## src/rtl/kdsr_pkg.sv

```systemverilog
// Shared types, constants and helpers for the keypad debounce and SOCD resolver.
// No dependencies; every other RTL file imports this package.
`default_nettype none

package kdsr_pkg;

    localparam int KEY_COUNT      = 6;
    localparam int PAIR_COUNT_MAX = 2;
    localparam int KEY_W          = 3;
    localparam int KIND_W         = 2;
    localparam int TIME_W         = 32;
    localparam int DEB_W          = 8;
    localparam int MODES_W        = 2 * KEY_COUNT;
    localparam int PCOUNT_W       = 2;

    localparam int S_DATA_W = ((TIME_W + KEY_COUNT + 7) / 8) * 8;
    localparam int M_DATA_W = ((KEY_W + 7) / 8) * 8;

    localparam int CFG_ADDR_W = 5;
    localparam int CFG_DATA_W = 32;

    // slot layout: two per key for debounce events, one per key for plain follow,
    // two per pair for pair resolution
    localparam int DEB_SLOTS   = 2 * KEY_COUNT;
    localparam int FOLLOW_BASE = DEB_SLOTS;
    localparam int PAIR_BASE   = 3 * KEY_COUNT;
    localparam int NSLOT       = 3 * KEY_COUNT + 2 * PAIR_COUNT_MAX;

    localparam int QUEUE_DEPTH = 2;

    localparam logic [DEB_W-1:0] DEBOUNCE_RESET = 8'd5;

    localparam logic [1:0] MODE_PLAIN  = 2'd0;
    localparam logic [1:0] MODE_DUAL   = 2'd1;
    localparam logic [1:0] MODE_MACRO  = 2'd2;
    localparam logic [1:0] MODE_UNUSED = 2'd3;

    localparam logic [KIND_W-1:0] EV_PRESS   = 2'd0;
    localparam logic [KIND_W-1:0] EV_RELEASE = 2'd1;
    localparam logic [KIND_W-1:0] EV_ALT     = 2'd2;
    localparam logic [KIND_W-1:0] EV_MACRO   = 2'd3;

    localparam logic [2:0] REG_DEBOUNCE     = 3'd0;
    localparam logic [2:0] REG_KEY_MODES    = 3'd1;
    localparam logic [2:0] REG_ALT_MASK     = 3'd2;
    localparam logic [2:0] REG_PAIR_COUNT   = 3'd3;
    localparam logic [2:0] REG_PAIR0_FIRST  = 3'd4;
    localparam logic [2:0] REG_PAIR0_SECOND = 3'd5;
    localparam logic [2:0] REG_PAIR1_FIRST  = 3'd6;
    localparam logic [2:0] REG_PAIR1_SECOND = 3'd7;

    typedef struct packed {
        logic [KEY_W-1:0]  key_index;
        logic [KIND_W-1:0] event_kind;
    } ev_t;

    localparam int EV_W = KEY_W + KIND_W;

    typedef struct packed {
        logic [NSLOT-1:0]      valid;
        ev_t  [NSLOT-1:0]      ev;
    } entry_t;

    typedef struct packed {
        logic [DEB_W-1:0]                     debounce_ms;
        logic [MODES_W-1:0]                   key_modes;
        logic [KEY_COUNT-1:0]                 alt_key_mask;
        logic [PCOUNT_W-1:0]                  pair_count;
        logic [PAIR_COUNT_MAX-1:0][KEY_W-1:0] pair_first;
        logic [PAIR_COUNT_MAX-1:0][KEY_W-1:0] pair_second;
    } cfg_t;

    // mode code three behaves as plain
    function automatic logic [1:0] mode_of(input logic [MODES_W-1:0] modes, input int k);
        logic [1:0] m;
        m = modes[2*k +: 2];
        return (m == MODE_UNUSED) ? MODE_PLAIN : m;
    endfunction

endpackage

`default_nettype wire

```

## src/rtl/keypad_debounce_socd_resolver_top.sv

```systemverilog
// Path: a sample passes the middle stage, the queue, the back end's entry register
// and the single output register before its first event leaves. Throughput: one
// sample beat per cycle while the two-entry queue has room; the back end sends one
// event beat per cycle while the output is not stalled, up to twelve per sample.
// Reset: synchronous, active low; restores register defaults, all levels high,
// no key active, stamps and change times zero.
`default_nettype none

module keypad_debounce_socd_resolver_top import kdsr_pkg::*; (
    input  wire logic                  aclk,
    input  wire logic                  aresetn,
    input  wire logic                  psel,
    input  wire logic                  penable,
    input  wire logic                  pwrite,
    input  wire logic [CFG_ADDR_W-1:0] paddr,
    input  wire logic [CFG_DATA_W-1:0] pwdata,
    output logic      [CFG_DATA_W-1:0] prdata,
    output logic                       pready,
    input  wire logic                  s_tvalid,
    output logic                       s_tready,
    input  wire logic [S_DATA_W-1:0]   s_tdata,   // now_ms[31:0], raw_levels[37:32], zero
    output logic                       m_tvalid,
    input  wire logic                  m_tready,
    output logic      [M_DATA_W-1:0]   m_tdata,   // key_index[2:0], zero
    output logic      [KIND_W-1:0]     m_tuser,   // event_kind[1:0]
    output logic                       m_tlast
);

    cfg_t cfg_reg, cfg_next;
    logic [2:0] reg_idx;
    logic wr_en;
    logic q_full, q_empty, push, pop;
    entry_t push_entry, pop_entry;
    ev_t out_ev;

    assign pready  = 1'b1;
    assign reg_idx = paddr[4:2];
    assign wr_en   = psel && penable && pwrite && pready;

    always_comb begin
        cfg_next = cfg_reg;
        if (wr_en) begin
            unique case (reg_idx)
                REG_DEBOUNCE:     cfg_next.debounce_ms    = pwdata[DEB_W-1:0];
                REG_KEY_MODES:    cfg_next.key_modes      = pwdata[MODES_W-1:0];
                REG_ALT_MASK:     cfg_next.alt_key_mask   = pwdata[KEY_COUNT-1:0];
                REG_PAIR_COUNT:   cfg_next.pair_count     = pwdata[PCOUNT_W-1:0];
                REG_PAIR0_FIRST:  cfg_next.pair_first[0]  = pwdata[KEY_W-1:0];
                REG_PAIR0_SECOND: cfg_next.pair_second[0] = pwdata[KEY_W-1:0];
                REG_PAIR1_FIRST:  cfg_next.pair_first[1]  = pwdata[KEY_W-1:0];
                REG_PAIR1_SECOND: cfg_next.pair_second[1] = pwdata[KEY_W-1:0];
            endcase
        end
    end

    always_comb begin
        unique case (reg_idx)
            REG_DEBOUNCE:     prdata = CFG_DATA_W'(cfg_reg.debounce_ms);
            REG_KEY_MODES:    prdata = CFG_DATA_W'(cfg_reg.key_modes);
            REG_ALT_MASK:     prdata = CFG_DATA_W'(cfg_reg.alt_key_mask);
            REG_PAIR_COUNT:   prdata = CFG_DATA_W'(cfg_reg.pair_count);
            REG_PAIR0_FIRST:  prdata = CFG_DATA_W'(cfg_reg.pair_first[0]);
            REG_PAIR0_SECOND: prdata = CFG_DATA_W'(cfg_reg.pair_second[0]);
            REG_PAIR1_FIRST:  prdata = CFG_DATA_W'(cfg_reg.pair_first[1]);
            REG_PAIR1_SECOND: prdata = CFG_DATA_W'(cfg_reg.pair_second[1]);
        endcase
    end

    always_ff @(posedge aclk) begin
        if (!aresetn) begin
            cfg_reg <= {DEBOUNCE_RESET, {($bits(cfg_t) - DEB_W){1'b0}}};
        end else begin
            cfg_reg <= cfg_next;
        end
    end

    kdsr_front u_front (
        .aclk       (aclk),
        .aresetn    (aresetn),
        .cfg        (cfg_reg),
        .s_tvalid   (s_tvalid),
        .s_tready   (s_tready),
        .s_tdata    (s_tdata),
        .q_full     (q_full),
        .push       (push),
        .push_entry (push_entry)
    );

    kdsr_queue u_queue (
        .aclk       (aclk),
        .aresetn    (aresetn),
        .push       (push),
        .push_entry (push_entry),
        .full       (q_full),
        .pop        (pop),
        .pop_entry  (pop_entry),
        .empty      (q_empty)
    );

    kdsr_back u_back (
        .aclk      (aclk),
        .aresetn   (aresetn),
        .q_empty   (q_empty),
        .q_entry   (pop_entry),
        .pop       (pop),
        .out_valid (m_tvalid),
        .out_ready (m_tready),
        .out_ev    (out_ev),
        .out_last  (m_tlast)
    );

    assign m_tdata = M_DATA_W'(out_ev.key_index);
    assign m_tuser = out_ev.event_kind;

endmodule

`default_nettype wire

```

## src/rtl/kdsr_front.sv

```systemverilog
// Front end: debounces each accepted sample, then resolves plain keys and pairs
// into one entry of event slots per sample. Depends on kdsr_pkg.
`default_nettype none

module kdsr_front import kdsr_pkg::*; (
    input  wire logic                aclk,
    input  wire logic                aresetn,
    input  wire cfg_t                cfg,
    input  wire logic                s_tvalid,
    output logic                     s_tready,
    input  wire logic [S_DATA_W-1:0] s_tdata,
    input  wire logic                q_full,
    output logic                     push,
    output entry_t                   push_entry
);

    logic [KEY_COUNT-1:0] prev_reg, prev_next;
    logic [KEY_COUNT-1:0] stable_reg, stable_next;
    logic [KEY_COUNT-1:0] active_reg, active_next;
    logic [KEY_COUNT-1:0][TIME_W-1:0] ctime_reg, ctime_next;
    logic [KEY_COUNT-1:0][TIME_W-1:0] stamp_reg, stamp_next;
    logic [KEY_COUNT-1:0][KEY_COUNT-1:0] ord_eq_reg, ord_eq_next;
    logic [KEY_COUNT-1:0][KEY_COUNT-1:0] ord_lt_reg, ord_lt_next;
    logic mid_valid_reg, mid_valid_next;
    logic [DEB_SLOTS-1:0] mid_vld_reg, mid_vld_next;
    logic [DEB_SLOTS-1:0][KIND_W-1:0] mid_kind_reg, mid_kind_next;

    logic [TIME_W-1:0] now;
    logic [KEY_COUNT-1:0] raw;
    logic accept, mid_go;
    logic [KEY_COUNT-1:0][1:0] mode;
    logic [KEY_COUNT-1:0][TIME_W-1:0] since, now_minus, minus_now;
    logic [KEY_COUNT-1:0] now_eq, acc, pnew, dual_set, dual_clr, plain;
    logic [DEB_SLOTS-1:0] deb_vld;
    logic [DEB_SLOTS-1:0][KIND_W-1:0] deb_kind;

    logic [KEY_COUNT-1:0] act, in_pair;
    logic [PAIR_COUNT_MAX-1:0] pvalid;
    logic [PAIR_COUNT_MAX-1:0][KEY_W-1:0] pa_idx, pb_idx;
    logic pa, pb, wa, wb;
    entry_t ent;

    assign now      = s_tdata[TIME_W-1:0];
    assign raw      = s_tdata[TIME_W +: KEY_COUNT];
    assign mid_go   = mid_valid_reg && !q_full;
    assign s_tready = !mid_valid_reg || !q_full;
    assign accept   = s_tvalid && s_tready;

    // per-key debounce, all keys side by side
    always_comb begin
        for (int k = 0; k < KEY_COUNT; k++) begin
            mode[k]      = mode_of(cfg.key_modes, k);
            plain[k]     = (mode[k] == MODE_PLAIN);
            since[k]     = now - ctime_reg[k];
            now_minus[k] = now - stamp_reg[k];
            minus_now[k] = stamp_reg[k] - now;
            now_eq[k]    = (now == stamp_reg[k]);
            acc[k]       = (raw[k] == prev_reg[k]) && (since[k] > TIME_W'(cfg.debounce_ms))
                           && (raw[k] != stable_reg[k]);
            pnew[k]      = acc[k] && !raw[k];
            dual_set[k]  = acc[k] && (mode[k] == MODE_DUAL) && !raw[k];
            dual_clr[k]  = acc[k] && (mode[k] == MODE_DUAL) && raw[k];

            deb_vld[2*k]    = (pnew[k] && (mode[k] == MODE_MACRO)) || dual_set[k]
                              || (dual_clr[k] && active_reg[k]);
            deb_kind[2*k]   = (mode[k] == MODE_MACRO) ? EV_MACRO
                              : (raw[k] ? EV_RELEASE : EV_PRESS);
            deb_vld[2*k+1]  = dual_clr[k] && cfg.alt_key_mask[k];
            deb_kind[2*k+1] = EV_ALT;
        end
    end

    always_comb begin
        prev_next      = prev_reg;
        stable_next    = stable_reg;
        ctime_next     = ctime_reg;
        stamp_next     = stamp_reg;
        ord_eq_next    = ord_eq_reg;
        ord_lt_next    = ord_lt_reg;
        mid_vld_next   = mid_vld_reg;
        mid_kind_next  = mid_kind_reg;
        mid_valid_next = mid_valid_reg;
        if (s_tready) begin
            mid_valid_next = s_tvalid;
        end
        if (accept) begin
            prev_next     = raw;
            mid_vld_next  = deb_vld;
            mid_kind_next = deb_kind;
            for (int k = 0; k < KEY_COUNT; k++) begin
                if (raw[k] != prev_reg[k]) begin
                    ctime_next[k] = now;
                end
                if (acc[k]) begin
                    stable_next[k] = raw[k];
                end
                if (pnew[k]) begin
                    stamp_next[k] = now;
                end
            end
            // keep press order relations in step with the stamps
            for (int a = 0; a < KEY_COUNT; a++) begin
                for (int b = 0; b < KEY_COUNT; b++) begin
                    if (pnew[a] && pnew[b]) begin
                        ord_eq_next[a][b] = 1'b1;
                        ord_lt_next[a][b] = 1'b0;
                    end else if (pnew[a]) begin
                        ord_eq_next[a][b] = now_eq[b];
                        ord_lt_next[a][b] = !now_eq[b] && !now_minus[b][TIME_W-1];
                    end else if (pnew[b]) begin
                        ord_eq_next[a][b] = now_eq[a];
                        ord_lt_next[a][b] = !now_eq[a] && !minus_now[a][TIME_W-1];
                    end
                end
            end
        end
    end

    // resolve plain keys and pairs for the sample held in the middle stage
    always_comb begin
        ent = '0;
        act = active_reg;
        in_pair = '0;
        pa = 1'b0;
        pb = 1'b0;
        wa = 1'b0;
        wb = 1'b0;
        for (int p = 0; p < PAIR_COUNT_MAX; p++) begin
            pa_idx[p] = cfg.pair_first[p];
            pb_idx[p] = cfg.pair_second[p];
            pvalid[p] = (cfg.pair_count > PCOUNT_W'(p))
                        && (32'(pa_idx[p]) < KEY_COUNT) && (32'(pb_idx[p]) < KEY_COUNT)
                        && (pa_idx[p] != pb_idx[p]);
            if (pvalid[p]) begin
                pvalid[p] = plain[pa_idx[p]] && plain[pb_idx[p]];
            end
            if (pvalid[p]) begin
                in_pair[pa_idx[p]] = 1'b1;
                in_pair[pb_idx[p]] = 1'b1;
            end
        end

        for (int k = 0; k < KEY_COUNT; k++) begin
            ent.valid[2*k]               = mid_vld_reg[2*k];
            ent.ev[2*k].key_index        = KEY_W'(k);
            ent.ev[2*k].event_kind       = mid_kind_reg[2*k];
            ent.valid[2*k+1]             = mid_vld_reg[2*k+1];
            ent.ev[2*k+1].key_index      = KEY_W'(k);
            ent.ev[2*k+1].event_kind     = mid_kind_reg[2*k+1];
        end

        for (int k = 0; k < KEY_COUNT; k++) begin
            ent.ev[FOLLOW_BASE+k].key_index = KEY_W'(k);
            if (plain[k] && !in_pair[k]) begin
                if (!stable_reg[k] && !act[k]) begin
                    ent.valid[FOLLOW_BASE+k]         = 1'b1;
                    ent.ev[FOLLOW_BASE+k].event_kind = EV_PRESS;
                    act[k] = 1'b1;
                end else if (stable_reg[k] && act[k]) begin
                    ent.valid[FOLLOW_BASE+k]         = 1'b1;
                    ent.ev[FOLLOW_BASE+k].event_kind = EV_RELEASE;
                    act[k] = 1'b0;
                end
            end
        end

        for (int p = 0; p < PAIR_COUNT_MAX; p++) begin
            ent.ev[PAIR_BASE+2*p].key_index   = pa_idx[p];
            ent.ev[PAIR_BASE+2*p+1].key_index = pb_idx[p];
            if (pvalid[p]) begin
                pa = !stable_reg[pa_idx[p]];
                pb = !stable_reg[pb_idx[p]];
                wa = 1'b0;
                wb = 1'b0;
                if (pa && pb) begin
                    if (ord_eq_reg[pa_idx[p]][pb_idx[p]]) begin
                        if (act[pa_idx[p]]) begin
                            wa = 1'b1;
                        end else if (act[pb_idx[p]]) begin
                            wb = 1'b1;
                        end
                    end else if (ord_lt_reg[pa_idx[p]][pb_idx[p]]) begin
                        wa = 1'b1;
                    end else begin
                        wb = 1'b1;
                    end
                end else begin
                    wa = pa;
                    wb = pb;
                end
                if (wa != act[pa_idx[p]]) begin
                    ent.valid[PAIR_BASE+2*p]         = 1'b1;
                    ent.ev[PAIR_BASE+2*p].event_kind = wa ? EV_PRESS : EV_RELEASE;
                    act[pa_idx[p]] = wa;
                end
                if (wb != act[pb_idx[p]]) begin
                    ent.valid[PAIR_BASE+2*p+1]         = 1'b1;
                    ent.ev[PAIR_BASE+2*p+1].event_kind = wb ? EV_PRESS : EV_RELEASE;
                    act[pb_idx[p]] = wb;
                end
            end
        end
    end

    // dual keys are owned by the debounce stage, plain keys by resolution
    always_comb begin
        active_next = active_reg;
        if (mid_go) begin
            active_next = act;
        end
        if (accept) begin
            active_next = (active_next | dual_set) & ~dual_clr;
        end
    end

    assign push       = mid_go && (ent.valid != '0);
    assign push_entry = ent;

    always_ff @(posedge aclk) begin
        if (!aresetn) begin
            prev_reg      <= '1;
            stable_reg    <= '1;
            active_reg    <= '0;
            ctime_reg     <= '0;
            stamp_reg     <= '0;
            ord_eq_reg    <= '1;
            ord_lt_reg    <= '0;
            mid_valid_reg <= 1'b0;
        end else begin
            prev_reg      <= prev_next;
            stable_reg    <= stable_next;
            active_reg    <= active_next;
            ctime_reg     <= ctime_next;
            stamp_reg     <= stamp_next;
            ord_eq_reg    <= ord_eq_next;
            ord_lt_reg    <= ord_lt_next;
            mid_valid_reg <= mid_valid_next;
        end
    end

    always_ff @(posedge aclk) begin
        mid_vld_reg  <= mid_vld_next;
        mid_kind_reg <= mid_kind_next;
    end

endmodule

`default_nettype wire

```

## src/rtl/kdsr_queue.sv

```systemverilog
// Short register queue of event entries between front and back end.
// Depends on kdsr_pkg.
`default_nettype none

module kdsr_queue import kdsr_pkg::*; (
    input  wire logic   aclk,
    input  wire logic   aresetn,
    input  wire logic   push,
    input  wire entry_t push_entry,
    output logic        full,
    input  wire logic   pop,
    output entry_t      pop_entry,
    output logic        empty
);

    localparam int PTR_W = (QUEUE_DEPTH > 1) ? $clog2(QUEUE_DEPTH) : 1;
    localparam int CNT_W = $clog2(QUEUE_DEPTH + 1);

    entry_t mem_reg [QUEUE_DEPTH];
    logic [PTR_W-1:0] wr_ptr_reg, wr_ptr_next, rd_ptr_reg, rd_ptr_next;
    logic [CNT_W-1:0] count_reg, count_next;
    logic do_push, do_pop;

    assign full      = (count_reg == CNT_W'(QUEUE_DEPTH));
    assign empty     = (count_reg == '0);
    assign do_push   = push && !full;
    assign do_pop    = pop && !empty;
    assign pop_entry = mem_reg[rd_ptr_reg];

    always_comb begin
        wr_ptr_next = wr_ptr_reg;
        rd_ptr_next = rd_ptr_reg;
        count_next  = count_reg;
        if (do_push) begin
            wr_ptr_next = (wr_ptr_reg == PTR_W'(QUEUE_DEPTH - 1)) ? '0 : wr_ptr_reg + 1'b1;
        end
        if (do_pop) begin
            rd_ptr_next = (rd_ptr_reg == PTR_W'(QUEUE_DEPTH - 1)) ? '0 : rd_ptr_reg + 1'b1;
        end
        if (do_push && !do_pop) begin
            count_next = count_reg + 1'b1;
        end else if (do_pop && !do_push) begin
            count_next = count_reg - 1'b1;
        end
    end

    always_ff @(posedge aclk) begin
        if (!aresetn) begin
            wr_ptr_reg <= '0;
            rd_ptr_reg <= '0;
            count_reg  <= '0;
        end else begin
            wr_ptr_reg <= wr_ptr_next;
            rd_ptr_reg <= rd_ptr_next;
            count_reg  <= count_next;
        end
    end

    always_ff @(posedge aclk) begin
        if (do_push) begin
            mem_reg[wr_ptr_reg] <= push_entry;
        end
    end

endmodule

`default_nettype wire

```

## src/rtl/kdsr_back.sv

```systemverilog
// Back end: takes entries from the queue and sends their events one beat at a
// time through an output register. Depends on kdsr_pkg.
`default_nettype none

module kdsr_back import kdsr_pkg::*; (
    input  wire logic   aclk,
    input  wire logic   aresetn,
    input  wire logic   q_empty,
    input  wire entry_t q_entry,
    output logic        pop,
    output logic        out_valid,
    input  wire logic   out_ready,
    output ev_t         out_ev,
    output logic        out_last
);

    logic cur_valid_reg, cur_valid_next;
    logic [NSLOT-1:0] cur_mask_reg, cur_mask_next;
    ev_t [NSLOT-1:0] cur_ev_reg, cur_ev_next;
    logic out_valid_reg, out_valid_next;
    ev_t out_ev_reg, out_ev_next;
    logic out_last_reg, out_last_next;

    logic [NSLOT-1:0] pick, rest;
    logic [EV_W-1:0] sel_ev;
    logic out_free, fire, done, load;

    always_comb begin
        pick   = cur_mask_reg & (~cur_mask_reg + 1'b1);
        rest   = cur_mask_reg & ~pick;
        sel_ev = '0;
        for (int i = 0; i < NSLOT; i++) begin
            if (pick[i]) begin
                sel_ev = sel_ev | cur_ev_reg[i];
            end
        end
    end

    assign out_free = !out_valid_reg || out_ready;
    assign fire     = cur_valid_reg && out_free;
    assign done     = fire && (rest == '0);
    assign load     = !q_empty && (!cur_valid_reg || done);
    assign pop      = load;

    always_comb begin
        cur_valid_next = cur_valid_reg;
        cur_mask_next  = cur_mask_reg;
        cur_ev_next    = cur_ev_reg;
        out_valid_next = out_valid_reg;
        out_ev_next    = out_ev_reg;
        out_last_next  = out_last_reg;
        if (fire) begin
            out_valid_next = 1'b1;
            out_ev_next    = sel_ev;
            out_last_next  = (rest == '0);
            cur_mask_next  = rest;
        end else if (out_ready) begin
            out_valid_next = 1'b0;
        end
        if (done) begin
            cur_valid_next = 1'b0;
        end
        if (load) begin
            cur_valid_next = 1'b1;
            cur_mask_next  = q_entry.valid;
            cur_ev_next    = q_entry.ev;
        end
    end

    always_ff @(posedge aclk) begin
        if (!aresetn) begin
            cur_valid_reg <= 1'b0;
            out_valid_reg <= 1'b0;
        end else begin
            cur_valid_reg <= cur_valid_next;
            out_valid_reg <= out_valid_next;
        end
    end

    always_ff @(posedge aclk) begin
        cur_mask_reg <= cur_mask_next;
        cur_ev_reg   <= cur_ev_next;
        out_ev_reg   <= out_ev_next;
        out_last_reg <= out_last_next;
    end

    assign out_valid = out_valid_reg;
    assign out_ev    = out_ev_reg;
    assign out_last  = out_last_reg;

endmodule

`default_nettype wire

```

## config.mk

```make
export PLATFORM = sky130hd
export DESIGN_NAME = keypad_debounce_socd_resolver_top
export DESIGN_NICKNAME = d
export VERILOG_FILES = /design/src/rtl/kdsr_pkg.sv /design/src/rtl/keypad_debounce_socd_resolver_top.sv /design/src/rtl/kdsr_front.sv /design/src/rtl/kdsr_queue.sv /design/src/rtl/kdsr_back.sv
export SDC_FILE = /design/constraint.sdc
export NUM_CORES = 2
export LEC_CHECK = 0
export BUFFER_PORTS_ARGS = -buffer_cell sky130_fd_sc_hd__clkbuf_2
export CAP_MARGIN = 20
export CORE_MARGIN = 2
export CORE_UTILIZATION = 35
export DETAILED_ROUTE_END_ITERATION = 16
export SKIP_LAST_GASP = 1
export SLEW_MARGIN = 20
export SYNTH_ARGS = -nofsm -noshare
export SYNTH_HDL_FRONTEND = slang
export SYNTH_SLANG_ARGS = --single-unit
```

## constraint.sdc

```tcl
create_clock -name aclk -period 18.2 [get_ports aclk]
set_input_delay 1.82 -clock aclk [delete_from_list [all_inputs] [get_ports aclk]]
set_output_delay 1.82 -clock aclk [all_outputs]
set_load 0.02 [all_outputs]
```

* Word-level counts from Yosys, hierarchy flattened
Memory sizes are Yosys's and may differ from the RTL's. A register that Yosys moved wholly into a read port is not among the register bits.
Cells that the tools add are included.
** Operators by class
- Add/sub/neg operators :: 23
- $mul :: 0
- Divide/modulo/power cells :: 0
- Order comparisons :: 20
- Equal/unequal tests :: 56
- Shifts and indexed selects :: 0
- Muxes and demuxes :: 393
- Bitwise operators :: 31
- Reductions and logical operators :: 263
** Operators with widths (number)
- $sub 32x32->32 :: 18
- $mux 1 :: 292
- $pmux 32 s8 :: 1
- $eq 32x32->1 :: 6
- $gt 32x8->1 :: 6
- $logic_and 1x1->1 :: 125
- $mux 5 :: 22
- $or 5x5->5 :: 21
- $mux 6 :: 16
- $reduce_and 2->1 :: 41
- $bmux 6 s3 :: 4
- $mux 2 :: 30
- $bmux 1 s3 :: 18
- $logic_not 1->1 :: 53
- $reduce_bool 3->1 :: 15
- $and 22x22->22 :: 2
- $mux 22 :: 2
- $not 22->22 :: 2
- $eq 2x2->1 const B :: 13
- $bwmux 6 :: 4
- $or 6x6->6 :: 4
- $add 22x1->22 const B :: 1
- $logic_not 22->1 :: 1
- $reduce_bool 22->1 :: 1
- 21 further kinds :: 88
** Storage, ports and cells
- Flip-flop bits (word level) :: 671
- Bits in latches :: 0
- RAM bits :: 132
- Memory bits (read-only) :: 0
- Input bits :: 84
- Memories :: 1
** Memory list
- u_queue.mem_reg :: depth 2, bits a word 66, read ports 1, clocked after Yosys merged registers in 1, wr ports 1, RTL line kdsr_queue.sv:19 : entry_t mem_reg [QUEUE_DEPTH];

* Depth between registers and ports, before layout
- Depth in word-level cells :: 49
- Depth in mapped cells :: 47
- Gate-level depth less buffers :: 41

* Modules after synthesis
Synthesis repeated with hierarchy kept, for this count alone.
** Unflattened totals
- Cell total of the unflattened synthesis :: 6876
- Area total of the unflattened synthesis :: 61283.8 µm²
** Modules (own cells, without submodules)
- kdsr_front :: times used 1, cells each 5770, area each 43062.6 µm², sequential area each 9989.6 µm²
- kdsr_queue :: times used 1, cells each 436, area each 10089.7 µm², sequential area each 8027.7 µm²
- kdsr_back :: times used 1, cells each 425, area each 5985.7 µm², sequential area each 4184.0 µm²
- keypad_debounce_socd_resolver_top :: times used 1, cells each 245, area each 2145.8 µm², sequential area each 800.8 µm²

* Worst setup path before layout
OpenSTA, ideal clock, no wires.
- Path kind :: reg2reg
- Start :: register cfg_reg[26] (netlist bit)
- End :: memory u_queue.mem_reg[0][0] (netlist bit), enable pin
- Arrival time :: 11064 ps
- Data required time :: 17722 ps
- Path slack :: 6658 ps
- Stages on the path, launching flop included :: 44
- Path buffers :: 5
- Period minus slack after synthesis :: 11542 ps
- Cells stage by stage :: dfxtp_1 inv_1 ha_1 and3b_1 o32ai_1 nand3_2 or2_2 o211ai_1 mux2_2 or4_4 a21bo_1 buf_6 ha_1 clkbuf_1 nor2_1 nand2_1 a31oi_1 o21ai_0 [8 not listed] nand3_1 a41oi_1 nand2_1 a32oi_1 o21ai_1 ha_1 buf_1 nor2_1 a21oi_1 o21ai_0 o211ai_1 a2111oi_0 ha_1 clkbuf_1 nor2_1 nor4_1 a31oi_1 nor2b_1
** RTL lines
- start, declared :: RTL line keypad_debounce_socd_resolver_top.sv:29 : cfg_t cfg_reg, cfg_next;
- start signal, assigned :: RTL line keypad_debounce_socd_resolver_top.sv:71 : cfg_reg <= {DEBOUNCE_RESET, {($bits(cfg_t) - DEB_W){1'b0}}};
- start signal, assigned :: RTL line keypad_debounce_socd_resolver_top.sv:73 : cfg_reg <= cfg_next;
- end, declared :: RTL line kdsr_queue.sv:19

==> flow_summary_export.csv <==
group,metric,value,unit
cells_and_area,layout_commonest_cell,"nand2_1",
clocking,post_cts_buffers,0,
clocking,tritoncts,"built",
synth,synth.yosys.seq_area_share,30.8,%
timing,tightestPinTransition,1.15,ns
clocking,numCtsBuffers,87,
worst_setup_path,ff2ff_path_depth,37,
floorplanning,pin_count,130,
worst_setup_path,end_kind,"register",
worst_setup_path,worst_ep_arrival_time,13.08,ns
pwr,intPower,3.38,mW
worst_setup_path,reg2reg_slack,5.43,ns
pwr,p_seq_share,37.7,%
worst_setup_path,slowest_delay,1.00,ns
worst_setup_path,worstSetupStartpointType,"register",
route,postRouteAntennaNets,0,
pwr,leakagePower,22.5,nW
worst_setup_path,r2r_start,"cfg_reg[7]",
pwr,power_density,87.6,nW/µm²
place,preCtsSetupSlack,5.56,ns
global_route,grt_pass1_vias,42861,
global_route,grt_pass1_wl,259000,µm
floorplanning,initial_utilization,35.1,%
pwr,clock_power_share,36.5,%
floorplanning,dieArea,153000,µm²
pwr,power,5.06,mW
timing,hold_viol,0,
place,port_buffers,79,
route,drt_iter0_markers,3982,
place,gp_congestion,0.952,
worst_setup_path,cp_max_fo,42,
cells_and_area,fin_util,38.7,%
route,routed_wl,171000,µm
global_route,grt_usage,21.8,%
worst_setup_path,cp-endpoint,"u_queue.mem_reg[0][63]",
synth,synthAdderAreaFrac,15.3,%
pwr,peakVddDrop,0.0643,mV
synth,synth_edf_count,198,
route,drc,0,
global_route,antenna_found_initial,9,
hold_path,min_path_type,"reg -> reg",
synth,synth.distinct_cells,96,
synth,synthXorXnorAreaFrac,2.02,%
worst_setup_path,critPathKind,"reg -> reg",
synth,synth_ff_type,"dfxtp_1",
worst_setup_path,path_common_cell,"nor2_1",
global_route,overflow,0,
route,vias,45787,
synth,syn_inst,6372,
synth,synth_top_area_cell,"dfxtp_1",
pwr,combPwrFrac,25.8,%
timing,setup_viol,0,
synth,ys_async_sr_fraction,0,%
synth,synth_top_cell_area_share,19.5,%
timing,min_period,12.77,ns
route,dr.pass1.iters,6,
cells_and_area,area_growth,10.2,%
clocking,cts_resized,0,
timing,slew_headroom,23.2,%
synth,avgSynthCellArea,8.23,µm²
worst_setup_path,worst-path-buf-inv,1,
clocking,cts_root_buffer,"clkbuf_16",
flow_run,maxCapViolCount,0,
synth,synth_compound_gate_area_share,21.9,%
clocking,cts_sinks,708,
synth,synthSimpleGateAreaFrac,19.1,%
clocking,h-tree-depth,3,
floorplanning,die_y,391,µm
synth,synth.cell_area,52400,µm²
cells_and_area,nets,7055,
synth,yosysWarnings,0,
floorplanning,num_rows,142,
worst_setup_path,cp_top_family,"simple AND/OR/NAND/NOR gates",
pwr,power.switching,1.68,mW
timing,setup_ws,5.43,ns
clocking,clkLatencyLatePin,0.73,ns
worst_setup_path,cp.required,18.50,ns
pwr,swShare,33.2,%
floorplanning,coreArea,149000,µm²
clocking,path_clk_slew,0.06,ns
cells_and_area,fillers,15257,
timing,post-route-period-util,70.2,%
timing,rsz0062_at_grt,"false",
cells_and_area,instances_no_fill,8352,
floorplanning,die_w,391,µm
timing,tns,0,ns
worst_setup_path,cp.depth,37,
synth,synthMuxAreaShare,4.04,%
timing,skew,0.0722,ns
clocking,clockBufferDepth,3,
worst_setup_path,startpoint,"cfg_reg[7]",
timing,max_freq,0.0783,GHz
route,route.detailed.wl_per_inst,20.5,µm
clocking,ctsHoldBuffers,0,
place,dp_cells,8191,
synth,ys_ff_latch,708,
route,viasPerCell,5.48,
worst_setup_path,cpMaxStageDelayCell,"dfxtp_2",
cells_and_area,drive_above_1_share,7.15,%
timing,finalMaxSlewViolations,0,
synth,yosys-top-cells-area,"dfxtp_1, ha_1, edfxtp_1",
worst_setup_path,reg2reg_to,"u_queue.mem_reg[0][63]",
global_route,grt_start_max_net_pins,257,
place,dp_hpwl,120000,µm
cells_and_area,final_cell_mix,"nand2_1, ha_1, inv_1",
synth,synth_top_family_by_area,"compound AO/OA/AOI/OAI gates",
run_status,outcome,"completed",
-- layer usage --
layer / GRT usage, % / share of wire, % / vias up
li1: - / - / 22254
met1: 30.9 / 48 / 21952
met2: 34.5 / 44 / 1337
met3: 2.74 / 5.8 / 242
met4: 6.56 / 2.6 / 2
met5: 0 / 0.0076 / -
-- cells in the mapped netlist, drive strengths merged, types with 80 or more instances --
cell    count
a21boi    363
a21o      129
a21oi     316
and2       92
clkbuf    248
dfxtp     510
edfxtp    198
ha        629
inv       555
mux2i     144
nand2     939
nand2b    119
nand3     112
nand4      80
nor2      311
nor2b     137
nor3      104
o21ai     354
-- how the worst min path moves through the flow --
| stage | slack (ns) | cells after the start | end | startpoint |
|---|---|---|---|---|
| 6_report | 0.38 | 0 | u_queue.mem_reg[1][7] | u_front.push_entry[31] |
| 5_1_grt | 0.40 | 0 | u_queue.mem_reg[1][7] | u_front.push_entry[31] |
| 3_3_place_gp | 0.42 | 0 | u_queue.mem_reg[0][5] | u_front.push_entry[21] |
| 2_1_floorplan | 0.42 | 0 | u_queue.mem_reg[0][26] | cfg_reg[6] |
| 3_5_place_dp | 0.43 | 0 | u_queue.mem_reg[1][11] | u_front.push_entry[51] |
| 4_1_cts | 0.39 | 0 | u_queue.mem_reg[1][7] | u_front.push_entry[31] |
-- power groups by stage --
stage	Clock (mW)	Sequential [mW]	Combinational [mW]
2_1_floorplan	0	1.91	0.938
3_3_place_gp	0	1.94	1.27
3_5_place_dp	0	1.94	1.29
4_1_cts	1.89	1.91	1.30
5_1_grt	1.94	1.93	1.45
6_report	1.85	1.91	1.31
-- area by class of cell --
type                    instances  area [µm²]  share of cell area (%)
diodes                          1        2.50                 0.00433
clock buffers                 119        2420                    4.18
clock inverters                41         611                    1.06
inverters                     557        2090                    3.62
multi-input cells            4805       32900                    56.9
flip-flops and latches        708       16200                    28.0
well taps                    1944        2430                    4.21
repair buffers                177        1160                    2.01
-- through the flow --
step                      hold WS (ns)  cell area (µm²)
after floorplan                  0.420            52500
after global placement           0.423            54700
after detailed placement         0.430            54700
after CTS                        0.387            57800
after global routing             0.405            57800
final                            0.383            57800
-- cells by family (layout without fill, tap and decap cells) --
logic type	count (synthesis)	in the layout
muxes	201	201
DFF	708	708
other	2	27
AOI/OAI and AO/OA	1703	1703
adders and majority gates	640	640
buffers and inverters	883	894
xor gates and xnor gates	121	121
and+or+nand+nor	2114	2114
(Power assumes the default switching activity.)
